$ cat config.mk
export PLATFORM = sky130hd
export DESIGN_NAME = bit_reversed_color_wheel_dither
export DESIGN_NICKNAME = d
export VERILOG_FILES = /design/src/rtl/core/brcwd_pkg.sv /design/src/rtl/core/bit_reversed_color_wheel_dither.sv /design/src/rtl/core/brcwd_index.sv /design/src/rtl/core/brcwd_colour.sv
export SDC_FILE = /design/constraint.sdc
export NUM_CORES = 1
export LEC_CHECK = 0
export BUFFER_PORTS_ARGS = -buffer_cell sky130_fd_sc_hd__buf_2
export CAP_MARGIN = 20
export CORE_MARGIN = 4
export CORE_UTILIZATION = 25
export DETAILED_ROUTE_END_ITERATION = 10
export GPL_ROUTABILITY_DRIVEN = 0
export PLACE_DENSITY = 0.42
export SLEW_MARGIN = 20
export SYNTH_ARGS = -nofsm -noshare
export SYNTH_HDL_FRONTEND = slang
export SYNTH_SLANG_ARGS = --single-unit
$ cat constraint.sdc
create_clock -name i_clk -period 11.8 [get_ports i_clk]
set_input_delay 1.18 -clock i_clk [delete_from_list [all_inputs] [get_ports i_clk]]
set_output_delay 1.18 -clock i_clk [all_outputs]
set_load 0.02 [all_outputs]
$ cat src/rtl/core/brcwd_pkg.sv
// Shared types, constants and helpers for the bit-reversed colour-wheel dither.
// Used by every module under rtl/core; depends on nothing else.
package brcwd_pkg;

    localparam int LC_W       = 11;  // light count register width
    localparam int PAT_W      = 3;   // pattern register width
    localparam int DITHER_W   = 15;  // dither counter width
    localparam int STEP_W     = 16;  // colour step width
    localparam int PIX_W      = 10;  // pixel index width
    localparam int CH_W       = 7;   // colour channel width
    localparam int JUMP_W     = 9;   // random jump field width
    localparam int JUMP_USE_W = 8;   // bits of the random jump that are used
    localparam int SCALE_W    = 3;   // random scale field width
    localparam int HPOS_W     = 4;   // holds a bit position of the light count
    localparam int WHEEL_W    = STEP_W + SCALE_W; // widest wheel source
    localparam int CFG_IDX_W  = 1;
    localparam int CFG_DATA_W = LC_W;

    localparam int INDEX_BITS_DEF = 10;

    localparam logic [LC_W-1:0] LC_RESET = LC_W'(50);

    // Steps added to the colour step at the end of a dither pass.
    localparam logic [STEP_W-1:0] LINE_PASS_STEP  = STEP_W'(24);
    localparam logic [STEP_W-1:0] WHEEL_PASS_STEP = STEP_W'(32);

    // Configuration register indexes.
    localparam logic [CFG_IDX_W-1:0] REG_LIGHT_COUNT = 1'b0;
    localparam logic [CFG_IDX_W-1:0] REG_PATTERN     = 1'b1;

    // Pattern codes.
    localparam logic [PAT_W-1:0] PAT_LINE_RG    = 3'd0;
    localparam logic [PAT_W-1:0] PAT_LINE_GB    = 3'd1;
    localparam logic [PAT_W-1:0] PAT_LINE_BR    = 3'd2;
    localparam logic [PAT_W-1:0] PAT_WHEEL_PASS = 3'd3;
    localparam logic [PAT_W-1:0] PAT_WHEEL_RAND = 3'd4;
    localparam logic [PAT_W-1:0] PAT_WHEEL_QTR  = 3'd5;
    localparam logic [PAT_W-1:0] PAT_WHEEL_TICK = 3'd6;
    localparam logic [PAT_W-1:0] PAT_WHEEL_MUL  = 3'd7;

    // Wheel segment codes.
    localparam logic [1:0] SEG_RG = 2'd0;
    localparam logic [1:0] SEG_GB = 2'd1;
    localparam logic [1:0] SEG_BR = 2'd2;

    typedef struct packed {
        logic [JUMP_W-1:0]  rand_jump;
        logic [SCALE_W-1:0] rand_scale;
    } t_in_item;

    typedef struct packed {
        logic [PIX_W-1:0] pixel_index;
        logic [CH_W-1:0]  red;
        logic [CH_W-1:0]  green;
        logic [CH_W-1:0]  blue;
    } t_out_item;

    typedef struct packed {
        logic [CH_W-1:0] red;
        logic [CH_W-1:0] green;
        logic [CH_W-1:0] blue;
    } t_rgb;

    typedef struct packed {
        logic [PIX_W-1:0]    pixel_index;
        logic                pass_end;
        logic [DITHER_W-1:0] dither_next;
    } t_dither_info;

    // Residue modulo 3 of a 12-bit value: powers of four are 1 modulo 3, so
    // the base-4 digits are summed and the sum folded down again.
    function automatic logic [1:0] mod3_12(input logic [11:0] v);
        logic [4:0] s1;
        logic [2:0] s2;
        logic [2:0] s3;
        s1 = '0;
        for (int k = 0; k < 6; k++) begin
            s1 = s1 + 5'(v[2*k +: 2]);
        end
        s2 = 3'(s1[1:0]) + 3'(s1[3:2]) + 3'(s1[4]);
        s3 = 3'(s2[1:0]) + 3'(s2[2]);
        if (s3 >= 3'd3) begin
            s3 = s3 - 3'd3;
        end
        return s3[1:0];
    endfunction

endpackage

$ cat src/rtl/core/bit_reversed_color_wheel_dither.sv
// An input transfer loads the input register; the result register is loaded from
// it when the result register is empty or its transfer completes (input register,
// then result register). Throughput: one item per cycle while the output is not
// stalled; the counter update for a tick completes in the single compute stage.
// Synchronous active-low reset clears the pipeline valids, the dither counter
// and colour step, and sets light_count to 50 and pattern to 0.
// Depends on brcwd_pkg, brcwd_index and brcwd_colour.
module bit_reversed_color_wheel_dither
    import brcwd_pkg::*;
#(
    parameter int INDEX_BITS = INDEX_BITS_DEF
) (
    input  logic                  i_clk,
    input  logic                  i_rst_n,
    input  logic                  i_cfg_we,
    input  logic [CFG_IDX_W-1:0]  i_cfg_index,
    input  logic [CFG_DATA_W-1:0] i_cfg_data,
    input  logic                  i_in_valid,
    output logic                  o_in_ready,
    input  t_in_item              i_in_data,
    output logic                  o_out_valid,
    input  logic                  i_out_ready,
    output t_out_item             o_out_data
);

    logic [LC_W-1:0]     r_light_count;
    logic [PAT_W-1:0]    r_pattern;
    logic [DITHER_W-1:0] r_dither_count;
    logic [STEP_W-1:0]   r_colour_step;
    logic                r_s1_valid;
    t_in_item            r_s1_item;
    logic                r_out_valid;
    t_out_item           r_out_item;

    logic                w_advance;
    logic                w_fire;
    t_dither_info        w_info;
    t_rgb                w_rgb;
    logic [STEP_W-1:0]   w_colour_step_next;

    // The compute stage moves on when the result register is empty or its
    // current transfer completes.
    assign w_advance   = !r_out_valid || i_out_ready;
    assign w_fire      = r_s1_valid && w_advance;
    assign o_in_ready  = !r_s1_valid || w_advance;
    assign o_out_valid = r_out_valid;
    assign o_out_data  = r_out_item;

    brcwd_index #(
        .INDEX_BITS(INDEX_BITS)
    ) u_index (
        .i_light_count (r_light_count),
        .i_dither_count(r_dither_count),
        .o_info        (w_info)
    );

    brcwd_colour u_colour (
        .i_colour_step     (r_colour_step),
        .i_pattern         (r_pattern),
        .i_item            (r_s1_item),
        .i_pass_end        (w_info.pass_end),
        .o_rgb             (w_rgb),
        .o_colour_step_next(w_colour_step_next)
    );

    always_ff @(posedge i_clk) begin
        if (!i_rst_n) begin
            r_light_count <= LC_RESET;
            r_pattern     <= PAT_LINE_RG;
        end else if (i_cfg_we) begin
            unique case (i_cfg_index)
                REG_LIGHT_COUNT: r_light_count <= i_cfg_data[LC_W-1:0];
                REG_PATTERN:     r_pattern     <= i_cfg_data[PAT_W-1:0];
                default:         r_pattern     <= r_pattern;
            endcase
        end
    end

    always_ff @(posedge i_clk) begin
        if (!i_rst_n) begin
            r_s1_valid     <= 1'b0;
            r_out_valid    <= 1'b0;
            r_dither_count <= '0;
            r_colour_step  <= '0;
        end else begin
            if (o_in_ready) begin
                r_s1_valid <= i_in_valid;
            end
            if (w_advance) begin
                r_out_valid <= r_s1_valid;
            end
            if (w_fire) begin
                r_dither_count <= w_info.dither_next;
                r_colour_step  <= w_colour_step_next;
            end
        end
    end

    always_ff @(posedge i_clk) begin
        if (o_in_ready && i_in_valid) begin
            r_s1_item <= i_in_data;
        end
        if (w_fire) begin
            r_out_item.pixel_index <= w_info.pixel_index;
            r_out_item.red         <= w_rgb.red;
            r_out_item.green       <= w_rgb.green;
            r_out_item.blue        <= w_rgb.blue;
        end
    end

    // The tick state only moves when an item passes through the compute stage.
    a_state_moves_on_fire: assert property (@(posedge i_clk) disable iff (!i_rst_n)
        !w_fire |=> $stable(r_dither_count) && $stable(r_colour_step))
        else $error("dither state changed without an item in the compute stage");

    // A stalled item waits in the input register unchanged.
    a_s1_holds_on_stall: assert property (@(posedge i_clk) disable iff (!i_rst_n)
        r_s1_valid && !w_advance |=> r_s1_valid && $stable(r_s1_item))
        else $error("input register lost or changed a stalled item");

    // Back-pressure reaches the input only when both registers are full.
    a_ready_low_when_full: assert property (@(posedge i_clk) disable iff (!i_rst_n)
        !o_in_ready |-> r_s1_valid && r_out_valid && !i_out_ready)
        else $error("input refused while the pipeline had room");

endmodule

$ cat src/rtl/core/brcwd_index.sv
// Dither position unit: highest set bit of light_count-1, bit reversal of the
// dither counter over that width, and the end-of-pass test. Uses brcwd_pkg.
module brcwd_index
    import brcwd_pkg::*;
#(
    parameter int INDEX_BITS = INDEX_BITS_DEF
) (
    input  logic [LC_W-1:0]     i_light_count,
    input  logic [DITHER_W-1:0] i_dither_count,
    output t_dither_info        o_info
);

    // Only bits that exist in light_count-1 can be searched.
    localparam int SEARCH_BITS = (INDEX_BITS < LC_W) ? INDEX_BITS : LC_W;

    logic [LC_W-1:0]     w_n;
    logic                w_has_bit;
    logic [HPOS_W-1:0]   w_hpos;
    logic [LC_W-1:0]     w_rev_full;
    logic [LC_W-1:0]     w_rev;
    logic [HPOS_W-1:0]   w_shift;
    logic [DITHER_W-1:0] w_inc;
    logic [DITHER_W-1:0] w_target;

    assign w_n = i_light_count - LC_W'(1);

    always_comb begin
        w_has_bit = 1'b0;
        w_hpos    = '0;
        for (int i = 0; i < SEARCH_BITS; i++) begin
            if (w_n[i]) begin
                w_has_bit = 1'b1;
                w_hpos    = HPOS_W'(i);
            end
        end
    end

    // Reverse the low bits in full, then shift the unused positions away.
    always_comb begin
        for (int j = 0; j < LC_W; j++) begin
            w_rev_full[j] = i_dither_count[LC_W-1-j];
        end
    end

    assign w_shift  = HPOS_W'(LC_W - 1) - w_hpos;
    assign w_rev    = w_rev_full >> w_shift;
    assign w_inc    = i_dither_count + DITHER_W'(1);
    assign w_target = w_has_bit ? (DITHER_W'(1) << (w_hpos + HPOS_W'(1))) : '0;

    always_comb begin
        o_info.pixel_index = w_has_bit ? w_rev[PIX_W-1:0] : '0;
        o_info.pass_end    = (w_inc == w_target);
        o_info.dither_next = o_info.pass_end ? '0 : w_inc;
    end

endmodule

$ cat src/rtl/core/brcwd_colour.sv
// Colour unit: maps the colour step to a two-colour line or three-colour
// wheel by pattern and works out the next colour step. Uses brcwd_pkg.
module brcwd_colour
    import brcwd_pkg::*;
(
    input  logic [STEP_W-1:0] i_colour_step,
    input  logic [PAT_W-1:0]  i_pattern,
    input  t_in_item          i_item,
    input  logic              i_pass_end,
    output t_rgb              o_rgb,
    output logic [STEP_W-1:0] o_colour_step_next
);

    logic [WHEEL_W-1:0] w_product;
    logic [WHEEL_W-1:0] w_wheel_src;
    logic [1:0]         w_seg;
    logic [CH_W-1:0]    w_wq;
    logic [CH_W-1:0]    w_lq;
    logic [CH_W-1:0]    w_fade_a;
    logic [CH_W-1:0]    w_fade_b;
    t_rgb               w_wheel;
    t_rgb               w_line;
    logic [STEP_W-1:0]  w_pass_step;
    logic [STEP_W-1:0]  w_add;

    assign w_product = WHEEL_W'(i_colour_step) * WHEEL_W'(i_item.rand_scale);

    always_comb begin
        case (i_pattern) inside
            PAT_WHEEL_QTR: w_wheel_src = WHEEL_W'(i_colour_step[STEP_W-1:2]);
            PAT_WHEEL_MUL: w_wheel_src = w_product;
            default:       w_wheel_src = WHEEL_W'(i_colour_step);
        endcase
    end

    // Position modulo 384: the low seven bits give the place in a segment and
    // the remaining bits modulo 3 give the segment.
    assign w_wq  = w_wheel_src[CH_W-1:0];
    assign w_seg = mod3_12(w_wheel_src[WHEEL_W-1:CH_W]);

    always_comb begin
        unique case (w_seg)
            SEG_RG: begin
                w_wheel.red = ~w_wq; w_wheel.green = w_wq; w_wheel.blue = '0;
            end
            SEG_GB: begin
                w_wheel.red = '0; w_wheel.green = ~w_wq; w_wheel.blue = w_wq;
            end
            SEG_BR: begin
                w_wheel.red = w_wq; w_wheel.green = '0; w_wheel.blue = ~w_wq;
            end
            default: begin
                w_wheel = '0;
            end
        endcase
    end

    // Line: the first channel fades down then up, the second the other way.
    assign w_lq     = i_colour_step[CH_W-1:0];
    assign w_fade_a = i_colour_step[CH_W] ? w_lq : ~w_lq;
    assign w_fade_b = i_colour_step[CH_W] ? ~w_lq : w_lq;

    always_comb begin
        w_line = '0;
        case (i_pattern)
            PAT_LINE_RG: begin
                w_line.red = w_fade_a; w_line.green = w_fade_b;
            end
            PAT_LINE_GB: begin
                w_line.green = w_fade_a; w_line.blue = w_fade_b;
            end
            default: begin
                w_line.blue = w_fade_a; w_line.red = w_fade_b;
            end
        endcase
    end

    always_comb begin
        case (i_pattern) inside
            PAT_LINE_RG, PAT_LINE_GB, PAT_LINE_BR: begin
                o_rgb       = w_line;
                w_pass_step = LINE_PASS_STEP;
            end
            PAT_WHEEL_PASS: begin
                o_rgb       = w_wheel;
                w_pass_step = WHEEL_PASS_STEP;
            end
            PAT_WHEEL_RAND: begin
                o_rgb       = w_wheel;
                w_pass_step = STEP_W'(i_item.rand_jump[JUMP_USE_W-1:0]);
            end
            default: begin
                o_rgb       = w_wheel;
                w_pass_step = '0;
            end
        endcase
    end

    // Per-frame patterns step by one on every tick and add nothing at pass end.
    always_comb begin
        if (i_pattern >= PAT_WHEEL_QTR) begin
            w_add = STEP_W'(1);
        end else if (i_pass_end) begin
            w_add = w_pass_step;
        end else begin
            w_add = '0;
        end
    end

    assign o_colour_step_next = i_colour_step + w_add;

endmodule

* Yosys cells after proc, flatten, opt, wreduce, memory -nomap -nowiden
Cells that the tools add are included.
W data, S select, Z words.
** Storage, ports and cells
- Register bits :: 88
- Bits in latches :: 0
- Memory bits (writable) :: 0
- ROM bits :: 0
- Input port bits :: 29
- Output and inout bits :: 33
- Logic and storage cells :: 90
- Memories kept :: 0
** Operators by class
- Add/subtract/negate cells :: 14
- Multipliers :: 1
- Div/mod/pow operators :: 0
- Order comparisons :: 2
- Eq/ne operators :: 9
- Shift operators :: 2
- Mux-type cells :: 36
- Bitwise gates (word level) :: 3
- Reduce and logical (&&, ||, !) cells :: 11
** Operators with widths (number)
- $mux W16 :: 4
- $pmux W21 S3 :: 1
- $pmux W7 S2 :: 3
- $mux W19 :: 2
- $mux W15 :: 2
- $mux W21 :: 1
- $add A5 B2 Y5 :: 4
- $mul A16 B3 Y19 :: 1
- $add A16 B16 Y16 :: 1
- $add A15 B1 Y15 const B :: 1
- $eq A15 B15 Y1 :: 1
- $shl A1 B4 Y15 const A :: 1
- $mux W7 :: 2
- $not A7 Y7 :: 2
- $mux W3 :: 4
- $mux W1 :: 11
- $shr A11 B4 Y10 :: 1
- $sub A10 B1 Y10 const B :: 1
- $eq A3 B3 Y1 const B :: 3
- $mux W4 :: 2
- $mux W8 :: 1
- $add A2 B2 Y3 :: 2
- $eq A3 B2 Y1 const B :: 2
- $mux W2 :: 3
- other kinds (18) :: 22

* Longest topological paths before layout
Gate-level depths: netlist of run 1.
- Word-level depth :: 17
- Mapped depth :: 37
- Mapped depth without buffers :: 35

* Cells and area by module
From an unflattened synthesis of run 1, not the netlist that was laid out.
** Unflattened totals
- Cell total of the unflattened synthesis :: 994
- Area, all modules :: 8503.2 sq um
** Modules (own cells, without submodules)
- brcwd_colour :: instances 1, cells an instance 477, area each 3388.2 sq um, seq. area each 0.0 sq um
- bit_reversed_color_wheel_dither :: instances 1, cells an instance 250, area each 3180.6 sq um, seq. area each 2232.1 sq um
- brcwd_index :: instances 1, cells an instance 267, area each 1934.4 sq um, seq. area each 0.0 sq um

* Worst setup path before layout of run 1
No wires, ideal clock.
- Path type :: register -> register
- From :: register r_s1_item[2] in the netlist's numbering
- To :: register r_out_item, in the netlist o_out_data[0] (data pin)
- Library setup time :: 0.270 ns
- Arrival :: 8.272 ns
- Data required time :: 11.530 ns
- Setup slack :: 3.258 ns
- Cell stages (with the launch flop) :: 33
- Buffers on the path :: 1
- Clock period less this slack :: 8.542 ns
- Cell sequence :: edfxtp_1 -> clkbuf_1 -> nand2_1 -> fa_1 -> inv_1 -> ha_1 -> a21o_1 -> a21oi_1 -> o21ai_0 -> a21oi_1 -> o21ai_0 -> a21oi_1 -> xor2_1 -> nor2_1 -> a21oi_1 -> o21ai_0 -> ha_1 -> inv_1 -> fa_1 -> inv_1 -> fa_1 -> fa_1 -> fa_1 -> xnor2_1 -> fa_1 -> inv_1 -> fa_1 -> ha_1 -> ha_1 -> o32ai_1 -> nor2_1 -> mux2i_1 -> a21oi_1
** RTL lines
- from (decl) :: line bit_reversed_color_wheel_dither.sv:31 : t_in_item r_s1_item;
- from (signal assigned) :: line bit_reversed_color_wheel_dither.sv:101 : r_s1_item <= i_in_data;
- to (decl) :: line bit_reversed_color_wheel_dither.sv:33 : t_out_item r_out_item;

==> impl_metrics.ini, run 1 <==
[run_status]
status = finished clean

[timing]
drv_slew = 0
setup_viol_count_final = 0
fin_crit_sh_pct = 76.2
fin_setup_tns_ps = 0
maxSlewHeadroom_pct = 31.2
period_needed_ps = 8990
fin_worst_skew_ps = 8.67
setup_ws_ps = 2810
fmax_ghz = 0.111
rsz0062_at_grt = no
worst_hold_slack_ps = 525
final-hold-violation-count = 0
tightest_slew_ps = 1030

[place]
pre_cts_ws_ps = 2730
place.detailed.hpwl_mm = 16.1
placed_area_um2 = 8650
port_buffers = 59

[clocking]
cts.sinks = 88
clk_path_buf_depth = 2
cts_max_level = 3
cts_resized = 0
post-cts-setup-buffers = 0
clk_latency_ps = 360
clk_pin_slew_ps = 70
cts_made_buffers = 9
hold_buffers = 0
cts_tree = built
cts_root_buf = clkbuf_16

[setup_path]
crit_family = adder cells
r2r_end = o_out_data[6]$_DFFE_PP_
crit_top_cell = fa_1
startpoint_type = flip-flop
slowest_delay_ps = 790
ff2ff_path_depth = 32
endpoint = o_out_data[6]$_DFFE_PP_
r2r_slack_ps = 2810
cp.arrival_ps = 9160
worstPathRequired_ps = 11970
cp_max_fo = 16
critPathBufInv = 4
slowest_stage = o21ai_1
path_depth = 32
worstSetupStartpoint = r_s1_item[1]$_DFFE_PP_
reg2reg_from = r_s1_item[1]$_DFFE_PP_
path_class = reg2reg
worst_setup_path_end_kind = flip-flop

[global_routing]
antenna_found_initial = 0
use_met2_pct = 21.1
grt_max_degree = 61
grt_use_met3_pct = 1.90
grt.overflow.total = 0
grt_pass1_vias = 6621
grt_pass1_wl_mm = 34.9
grt_busiest_layer = met2
grt_use_met1_pct = 15.6
gr-usage-all-layers_pct = 12.1

[power_and_ir_drop]
ir_worst_vdd_uv = 67.7
clock_power_share_pct = 40.1
power.total_w = 0.000816
p_sw_w = 0.000240
sequentialPowerShare_pct = 42.2
p_int_w = 0.000575
swShare_pct = 29.5
powerDensity_nw_per_um2 = 90.9
share_comb_of_total_power_pct = 17.6
p_leak_nw = 3.71

[yosys]
syn-num-nets = 1057
synth_top_area_share_pct = 15.7
yosysTopAreaCell = edfxtp_1
netlist_top_cells_count = nand2_1, nor2_1, inv_1
syn_area_per_cell_um2 = 8.36
synth_ff_type = dfxtp_1
synth_edf_count = 42
synth_area_leaders = edfxtp_1, dfxtp_1, ha_1
ys_types = 87
syn_area_um2 = 8040
yosysMostFrequentCell = nand2_1
ys_seq_elements = 88
synth-seq-area-share_pct = 27.1
async_flop_share_pct = 0
synthCells = 962
yosys_warnings = 0

[run]
max_cap_viol_count = 0

[cells_and_area]
antennaDiodeCount = 0
syn2layout_area_growth_pct = 11.7
drive_gt1_share_pct = 12.1
nets = 1071
design_area_um2 = 8980

[die]
rows = 65
die_w_um = 187
core_um2 = 31600
die_area_um2 = 35100
io-pin-count = 62
initial_core_util_pct = 25.4
dieHeight_um = 187

[detailed_routing]
drtIter0Drc = 297
wl_per_cell_um = 15.2
vias_per_cell = 4.84
detail-route-antenna-nets = 0
drt_pass1_iterations = 5
routed-via-count = 6693
drt-total-wl_mm = 21.1
drc = 0

[worst_hold_path]
min_path_type = reg2reg
==> cell type report <==
class / count / area [um^2]
clock buffer: 9 / 225
multi-input combinational: 746 / 5370
tap: 402 / 503
timing repair buffer: 67 / 355
clock inverter: 7 / 101
inverter: 64 / 240
fill: 3424 / 22700
sequential: 88 / 2180
==> kinds of logic (layout without fill, tap and decap cells) <==
| group | after synthesis | count (layout) | share of synthesized area, % |
|---|---|---|---|
| flops | 88 | 88 | 27.1 |
| simple gates | 350 | 350 | 21.8 |
| mux | 40 | 40 | 5.42 |
| buf+inv | 128 | 147 | 6.15 |
| xor+xnor | 78 | 78 | 8.67 |
| fa+ha+maj | 67 | 67 | 12.7 |
| compound gates | 211 | 211 | 18.1 |
==> per-stage QoR <==
stage | util (%) | instances
after floorplan | - | 962
after global placement | 27.3 | 1367
after detailed placement | 27.3 | 1367
after CTS | 28.4 | 1383
after global routing | 28.4 | 1383
final | 28.4 | 1383
==> per-layer routing <==
layer  routed length [um]  vias up  part of all wire, %
met5                    0        -                    0
met4                  269        0                  1.3
met3                  529       18                  2.5
met2                10200       77                   49
met1                10000     3192                   48
li1                     -     3406                    -
==> power groups by stage <==
stage          clock network, W  logic [W]  registers [W]
2_1_floorplan                 0   0.000103       0.000352
3_3_place_gp                  0   0.000145       0.000352
3_5_place_dp                  0   0.000145       0.000352
4_1_cts                0.000342   0.000146       0.000345
5_1_grt                0.000351   0.000159       0.000347
6_report               0.000328   0.000144       0.000345
==> worst min path at each step <==
stage / start / end / slack [ps] / cells after the start
floorplan: r_dither_count[1]$_SDFFE_PN0P_ / r_dither_count[1]$_SDFFE_PN0P_ / 480 / 2
finish: r_s1_valid$_SDFFE_PN0N_ / o_out_valid$_SDFFE_PN0P_ / 520 / 1
CTS: r_s1_valid$_SDFFE_PN0N_ / o_out_valid$_SDFFE_PN0P_ / 530 / 1
global placement: r_s1_valid$_SDFFE_PN0N_ / o_out_valid$_SDFFE_PN0P_ / 510 / 1
global route: r_dither_count[14]$_SDFFE_PN0P_ / r_dither_count[14]$_SDFFE_PN0P_ / 560 / 1
detailed placement: r_s1_valid$_SDFFE_PN0N_ / o_out_valid$_SDFFE_PN0P_ / 510 / 1
==> layout by cell type, fill, tap and decap left out, types with 19 or more instances in the layout <==
cell type  netlist  routed
xor2_1          41      41
xnor2_1         36      36
fa_1            25      25
and2_1          22      22
ha_1            41      41
o21ai_0         41      41
a21boi_0        19      19
buf_2            5      59
nand3_1         30      29
nor2_1          70      70
mux2i_1         30      30
edfxtp_1        42      42
a21oi_1         44      44
nand2_1        126     126
inv_1           64      63
dfxtp_1         46      46
==> flip-flops by register name, summed over array words and instances, names as in the netlist <==
register / count
o_out_data: 31
r_s1_valid: 1
r_colour_step: 16
r_s1_item: 11
o_out_valid: 1
r_light_count: 10
r_dither_count: 15
r_pattern: 3
Note: power is estimated with default switching activity, not from simulation.
==> inputs of run 2 (changes only) <==
==> constraint.sdc (replaced) <==
create_clock -name i_clk -period 8.29 [get_ports i_clk]
set_input_delay 0.829 -clock i_clk [delete_from_list [all_inputs] [get_ports i_clk]]
set_output_delay 0.829 -clock i_clk [all_outputs]
set_load 0.02 [all_outputs]
==> run 2 against run 1 <==
Net effect: global-route usage grew 0.26 points; largest cell class unchanged; wire length grew 1.3%; sequential cell count is the same; via count is essentially flat; first-iteration DRC count grew 16%; clock power grew 33%; utilization grew 0.71 points; total power grew 40%; non-clock buffer count grew 22; highest routed layer unchanged; register-to-register slack lost 2300 ps.
==> impl_metrics.ini, run 2 (synthesized netlist as in run 1, its figures left out) <==
[die]
die_w_um = 187
initial_core_util_pct = 25.4
rows = 65
core_um2 = 31600
die_area_um2 = 35100
dieHeight_um = 187
io-pin-count = 62

[power_and_ir_drop]
p_int_w = 0.000794
share_comb_of_total_power_pct = 18.9
sequentialPowerShare_pct = 42.7
p_sw_w = 0.000345
powerDensity_nw_per_um2 = 124
p_leak_nw = 3.82
ir_worst_vdd_uv = 97.9
power.total_w = 0.00114
clock_power_share_pct = 38.4
swShare_pct = 30.3

[worst_hold_path]
hold_end = r_pattern[1]$_SDFFE_PN0P_
min_from = r_pattern[1]$_SDFFE_PN0P_
hold_depth = 2
min_path_type = reg2reg

[clocking]
clk_latency_ps = 360
cts_tree = built
cts_max_level = 3
clk_path_buf_depth = 2
cts_made_buffers = 9
cts.sinks = 88
hold_buffers = 0
clk_pin_slew_ps = 70
cts_root_buf = clkbuf_16

[detailed_routing]
met3WireLength_um = 453
met1_length_mm = 10.0
routed-via-count = 6696
vias_per_cell = 4.77
highest_layer = met4
drt_pass1_iterations = 6
drt-total-wl_mm = 21.3
detail-route-antenna-nets = 0
drc = 0
wl_per_cell_um = 15.2
drtIter0Drc = 346
route.met2.wl_mm = 10.7

[setup_path]
crit_top_cell = fa_1
slowest_stage = fa_1
slowest_delay_ps = 600
reg2reg_from = r_s1_item[2]$_DFFE_PP_
ff2ff_path_depth = 32
cp.arrival_ps = 7980
r2r_slack_ps = 480
r2r_end = o_out_data[16]$_DFFE_PP_
startpoint_type = flip-flop
cp_max_fo = 8
worstPathRequired_ps = 8460
path_class = reg2reg
worst_setup_path_end_kind = flip-flop

[place]
port_buffers = 59
dp.cells = 1382
placed_area_um2 = 8780
place.detailed.hpwl_mm = 16.2

[timing]
drv_slew = 0
setup_viol_count_final = 0
rsz0062_at_grt = no
tightest_slew_ps = 840
period_needed_ps = 7810
fin_worst_skew_ps = 11.7
final-hold-violation-count = 0
maxSlewHeadroom_pct = 44.0
fin_crit_sh_pct = 94.2
fmax_ghz = 0.128
fin_setup_tns_ps = 0

[global_routing]
antenna_found_initial = 0
grt_pass1_wl_mm = 35.6
grt.overflow.total = 0
grt_max_degree = 57
grt_pass1_vias = 6828
gr-usage-all-layers_pct = 12.3

[cells_and_area]
largest_reg_flops = 31
final_cell_mix = nand2_1, nor2_1, inv_1, buf_2, dfxtp_1
layout_commonest_cell = nand2_1
final_util_pct = 29.1
drive_gt1_share_pct = 15.5
antennaDiodeCount = 0
instances_no_fill = 1405
fillers = 3405
design_area_um2 = 9200
syn2layout_area_growth_pct = 14.5
nets = 1093

[run_status]
status = finished clean

[run]
max_cap_viol_count = 0
## run 2: cell count changes in the layout (fill, tap and decap cells not counted), moves of 2 or more
cell	before	now
a21oi_1	44	41
a21oi_2	0	3
buf_4	8	26
buf_6	0	2
nor2_1	70	68
o21ai_0	41	38
o21ai_2	1	3
## run 2: how the worst max path moves through the flow
stage,startpoint,to,slack [ps],cells past startpoint
5_1_grt,r_s1_item[2]$_DFFE_PP_,o_out_data[6]$_DFFE_PP_,8,33
2_1_floorplan,r_s1_item[2]$_DFFE_PP_,o_out_data[5]$_DFFE_PP_,140,33
6_report,r_s1_item[2]$_DFFE_PP_,o_out_data[16]$_DFFE_PP_,480,32
3_5_place_dp,r_s1_item[2]$_DFFE_PP_,o_out_data[5]$_DFFE_PP_,-50,33
3_3_place_gp,r_s1_item[1]$_DFFE_PP_,o_out_data[5]$_DFFE_PP_,110,33
4_1_cts,r_s1_item[2]$_DFFE_PP_,o_out_data[5]$_DFFE_PP_,80,33
## run 2: what timing repair did
action / in CTS / in global routing
setup endpoints to repair: 5 / 21
endpoints found under the hold margin: 0 / 0
gates resized for setup: 0 / 24
pin swaps: 0 / 7
cloned: 0 / 0
setup buffers: 6 / 0
## run 2: metrics by stage
step                worst slack [ps]  hold slack [ps]
floorplan                        137              480
global placement                 114              461
detailed placement             -48.1              467
CTS                             80.6              479
global route                    8.47              508
finish                           481              472
## run 2: worst max-delay path, delay by kind of cell, from the launching register on
| family | cells | cell delay (ps) |
|---|---|---|
| adder cells (fa/ha/maj) | 11 | 4400 |
| AO/OA/AOI/OAI | 10 | 1490 |
| flip-flops | 1 | 480 |
| AND/OR/NAND/NOR | 3 | 470 |
| buffers and inverters | 5 | 390 |
| XOR/XNOR | 3 | 390 |
## run 2: cell type report
type	instances	area (um^2)	area share [%]
sequential	88	2180	23.7
clock buffer	9	225	2.45
inverter	64	240	2.61
tap	402	503	5.46
multi-input combinational	746	5440	59.1
clock inverter	7	78.8	0.856
timing repair buffer	89	538	5.85
## run 2: power groups by stage
| stage | clock, W | combinational [W] | sequential (W) |
|---|---|---|---|
| 4_1_cts | 0.000458 | 0.000217 | 0.000487 |
| 3_3_place_gp | 0 | 0.000213 | 0.000498 |
| 2_1_floorplan | 0 | 0.000147 | 0.000501 |
| 5_1_grt | 0.000473 | 0.000237 | 0.000489 |
| 6_report | 0.000437 | 0.000215 | 0.000487 |
| 3_5_place_dp | 0 | 0.000212 | 0.000498 |
## run 2: layer usage
metal	GRT usage, %	up-vias
met4	2.62	0
li1	-	3448
met5	0	-
met3	1.87	9
met1	15.5	3179
met2	22.3	60
==> inputs of run 3 (changes only) <==
--- a/config.mk
+++ b/config.mk
@@ -5,9 +5,10 @@
 export SDC_FILE = /design/constraint.sdc
 export NUM_CORES = 1
 export LEC_CHECK = 0
+export ABC_AREA = 1
 export BUFFER_PORTS_ARGS = -buffer_cell sky130_fd_sc_hd__buf_2
 export CAP_MARGIN = 20
-export CORE_MARGIN = 4
+export CORE_MARGIN = 3
 export CORE_UTILIZATION = 25
 export DETAILED_ROUTE_END_ITERATION = 10
 export GPL_ROUTABILITY_DRIVEN = 0
==> constraint.sdc (replaced) <==
create_clock -name i_clk -period 8.25 [get_ports i_clk]
set_input_delay 0.825 -clock i_clk [delete_from_list [all_inputs] [get_ports i_clk]]
set_output_delay 0.825 -clock i_clk [all_outputs]
set_load 0.02 [all_outputs]
==> run 3 against run 2 <==
Net effect: critical path depth is 2 higher; worst hold slack improved by 13 ps; global-route usage is 0.55 points higher; utilization grew 1.0 points; maximum frequency up 0.13%; die area down 6.2%; clock power about the same; combinational power rose by 80%; setup slack lost 29 ps; cell area fell by 1.9%; critical path type unchanged; critical endpoint is now o_out_data[15]$_DFFE_PP_; highest routed layer unchanged.
==> impl_metrics.ini, run 3 <==
[cells_and_area]
antennaDiodeCount = 0
largest_reg_flops = 31
seqCellArea_um2 = 2180
nets = 1269
final_cell_mix = nand2_1, inv_1, o21ai_0, nor2_1, a21oi_1
layout_commonest_cell = nand2_1
drive_gt1_share_pct = 15.4
syn2layout_area_growth_pct = 17.4
fillers = 3333
multiInputGateArea_um2 = 4780
design_area_um2 = 9030

[timing]
final-hold-violation-count = 0
period_needed_ps = 7800
setup_viol_count_final = 0
fmax_ghz = 0.128
fin_crit_sh_pct = 94.5
tightest_slew_ps = 943
fin_worst_skew_ps = 11.7
drv_slew = 0
maxSlewHeadroom_pct = 37.1

[clocking]
cts.sinks = 88
cts_max_level = 3
clk_latency_ps = 350
cts_made_buffers = 9
hold_buffers = 0
clk_path_buf_depth = 2
clk_pin_slew_ps = 70
cts_tree = built
cts_root_buf = clkbuf_16

[power_and_ir_drop]
clock_power_share_pct = 32.8
share_comb_of_total_power_pct = 29.1
ir_worst_vdd_uv = 115
power.total_w = 0.00133
p_leak_nw = 4.07
p_sw_w = 0.000442
swShare_pct = 33.1
powerDensity_nw_per_um2 = 148
p_int_w = 0.000891
sequentialPowerShare_pct = 38.1

[global_routing]
gr-usage-all-layers_pct = 12.9
grt.overflow.total = 0
use_met2_pct = 19.1
antenna_found_initial = 0
grt_pass1_vias = 6876
grt_max_degree = 45
grt_use_met1_pct = 19.6
grt_use_met3_pct = 2.22
grt_busiest_layer = met1
grt_pass1_wl_mm = 35.1

[die]
io-pin-count = 62
die_w_um = 181
core_um2 = 30000
initial_core_util_pct = 25.7
dieHeight_um = 181
die_area_um2 = 32900
rows = 63

[detailed_routing]
wl_per_cell_um = 13.3
drt-total-wl_mm = 20.9
drc = 0
drt_pass1_iterations = 4
detail-route-antenna-nets = 0
routed-via-count = 7057
drtIter0Drc = 393
vias_per_cell = 4.50

[yosys]
syn_area_per_cell_um2 = 7.01
synth_area_leaders = edfxtp_1, nand2_1, dfxtp_1
yosysTopAreaCell = edfxtp_1
yosys_warnings = 0
netlist_top_cells_count = nand2_1, inv_1, o21ai_0
synth_top_area_share_pct = 16.4
synthCells = 1097
synth_ff_type = dfxtp_1
syn_area_um2 = 7690
async_flop_share_pct = 0
syn-num-nets = 1192
yosysMostFrequentCell = nand2_1
ys_types = 47
synth_edf_count = 42
ys_seq_elements = 88
synth-seq-area-share_pct = 28.4

[place]
placed_area_um2 = 8570
port_buffers = 59
place.detailed.hpwl_mm = 16.5

[worst_hold_path]
hold_depth = 2
min_path_type = reg2reg

[setup_path]
crit_family = adder cells
ff2ff_path_depth = 34
worst_setup_path_end_kind = flip-flop
r2r_slack_ps = 450
startpoint_type = flip-flop
worstPathRequired_ps = 8390
slowest_delay_ps = 530
path_depth = 34
critPathBufInv = 8
cp_max_fo = 9
path_class = reg2reg
cp.arrival_ps = 7940
slowest_stage = fa_1

[run_status]
status = finished clean

[run]
max_cap_viol_count = 0
==> run 3: cells by family (layout without fill, tap and decap cells) <==
logic type / after synthesis / after routing / synth area share, %
simple gates: 460 / 460 / 26.0
compound gates: 249 / 249 / 17.9
buf+inv: 198 / 280 / 10.4
flops: 88 / 88 / 28.4
fa+ha+maj: 66 / 66 / 13.2
xor+xnor: 36 / 36 / 4.10
==> run 3: worst paths after layout <==
check / from / to
worst max-delay path: r_s1_item[2]$_DFFE_PP_ / o_out_data[15]$_DFFE_PP_
worst min-delay path: r_dither_count[14]$_SDFFE_PN0P_ / r_dither_count[14]$_SDFFE_PN0P_
worst max register to register: r_s1_item[2]$_DFFE_PP_ / o_out_data[15]$_DFFE_PP_
worst min register to register: r_dither_count[14]$_SDFFE_PN0P_ / r_dither_count[14]$_SDFFE_PN0P_
==> run 3: tightest hold or removal path, stage by stage, from the launching register on <==
cell and delay (ps):
dfxtp_1 320, nand2_1 60, a21oi_1 60
==> run 3: what timing repair did <==
| item | 4_1_cts | 5_1_grt |
|---|---|---|
| cloned | 0 | 0 |
| setup endpoints to repair | 8 | 21 |
| pin swaps | 0 | 8 |
| buffers inserted | 1 | 6 |
| gates resized for setup | 1 | 26 |
==> run 3: metrics by stage <==
stage	setup slack [ps]	hold slack, ps	TNS [ps]	utilization (%)	cells
after floorplan	303	455	0	-	1097
after global placement	71.5	473	0	28.6	1546
after detailed placement	-80.8	474	-287	28.6	1546
after CTS	40.1	484	0	29.7	1563
after global routing	-6.31	504	-14.8	30.1	1569
final	451	485	0	30.1	1569
==> run 3: area by class of cell <==
cell class | instances | share of cell area, %
clock inverters | 7 | 0.956
multi-input cells | 811 | 53.0
repair buffers | 107 | 7.44
inverters | 157 | 6.57
clock buffers | 9 | 2.49
flip-flops and latches | 88 | 24.2
well taps | 390 | 5.40
==> run 3: routing by layer <==
metal / share of wire (%) / wire, um
met1: 55 / 11500
met2: 41 / 8590
met3: 3.3 / 689
met4: 0.79 / 165
met5: 0 / 0
==> run 3: power by group through the flow <==
stage | combinational (W) | sequential [W] | clock (W)
floorplan | 0.000251 | 0.000534 | 0
global placement | 0.000375 | 0.000519 | 0
detailed placement | 0.000376 | 0.000518 | 0
CTS | 0.000380 | 0.000508 | 0.000457
global route | 0.000443 | 0.000511 | 0.000471
finish | 0.000388 | 0.000507 | 0.000437
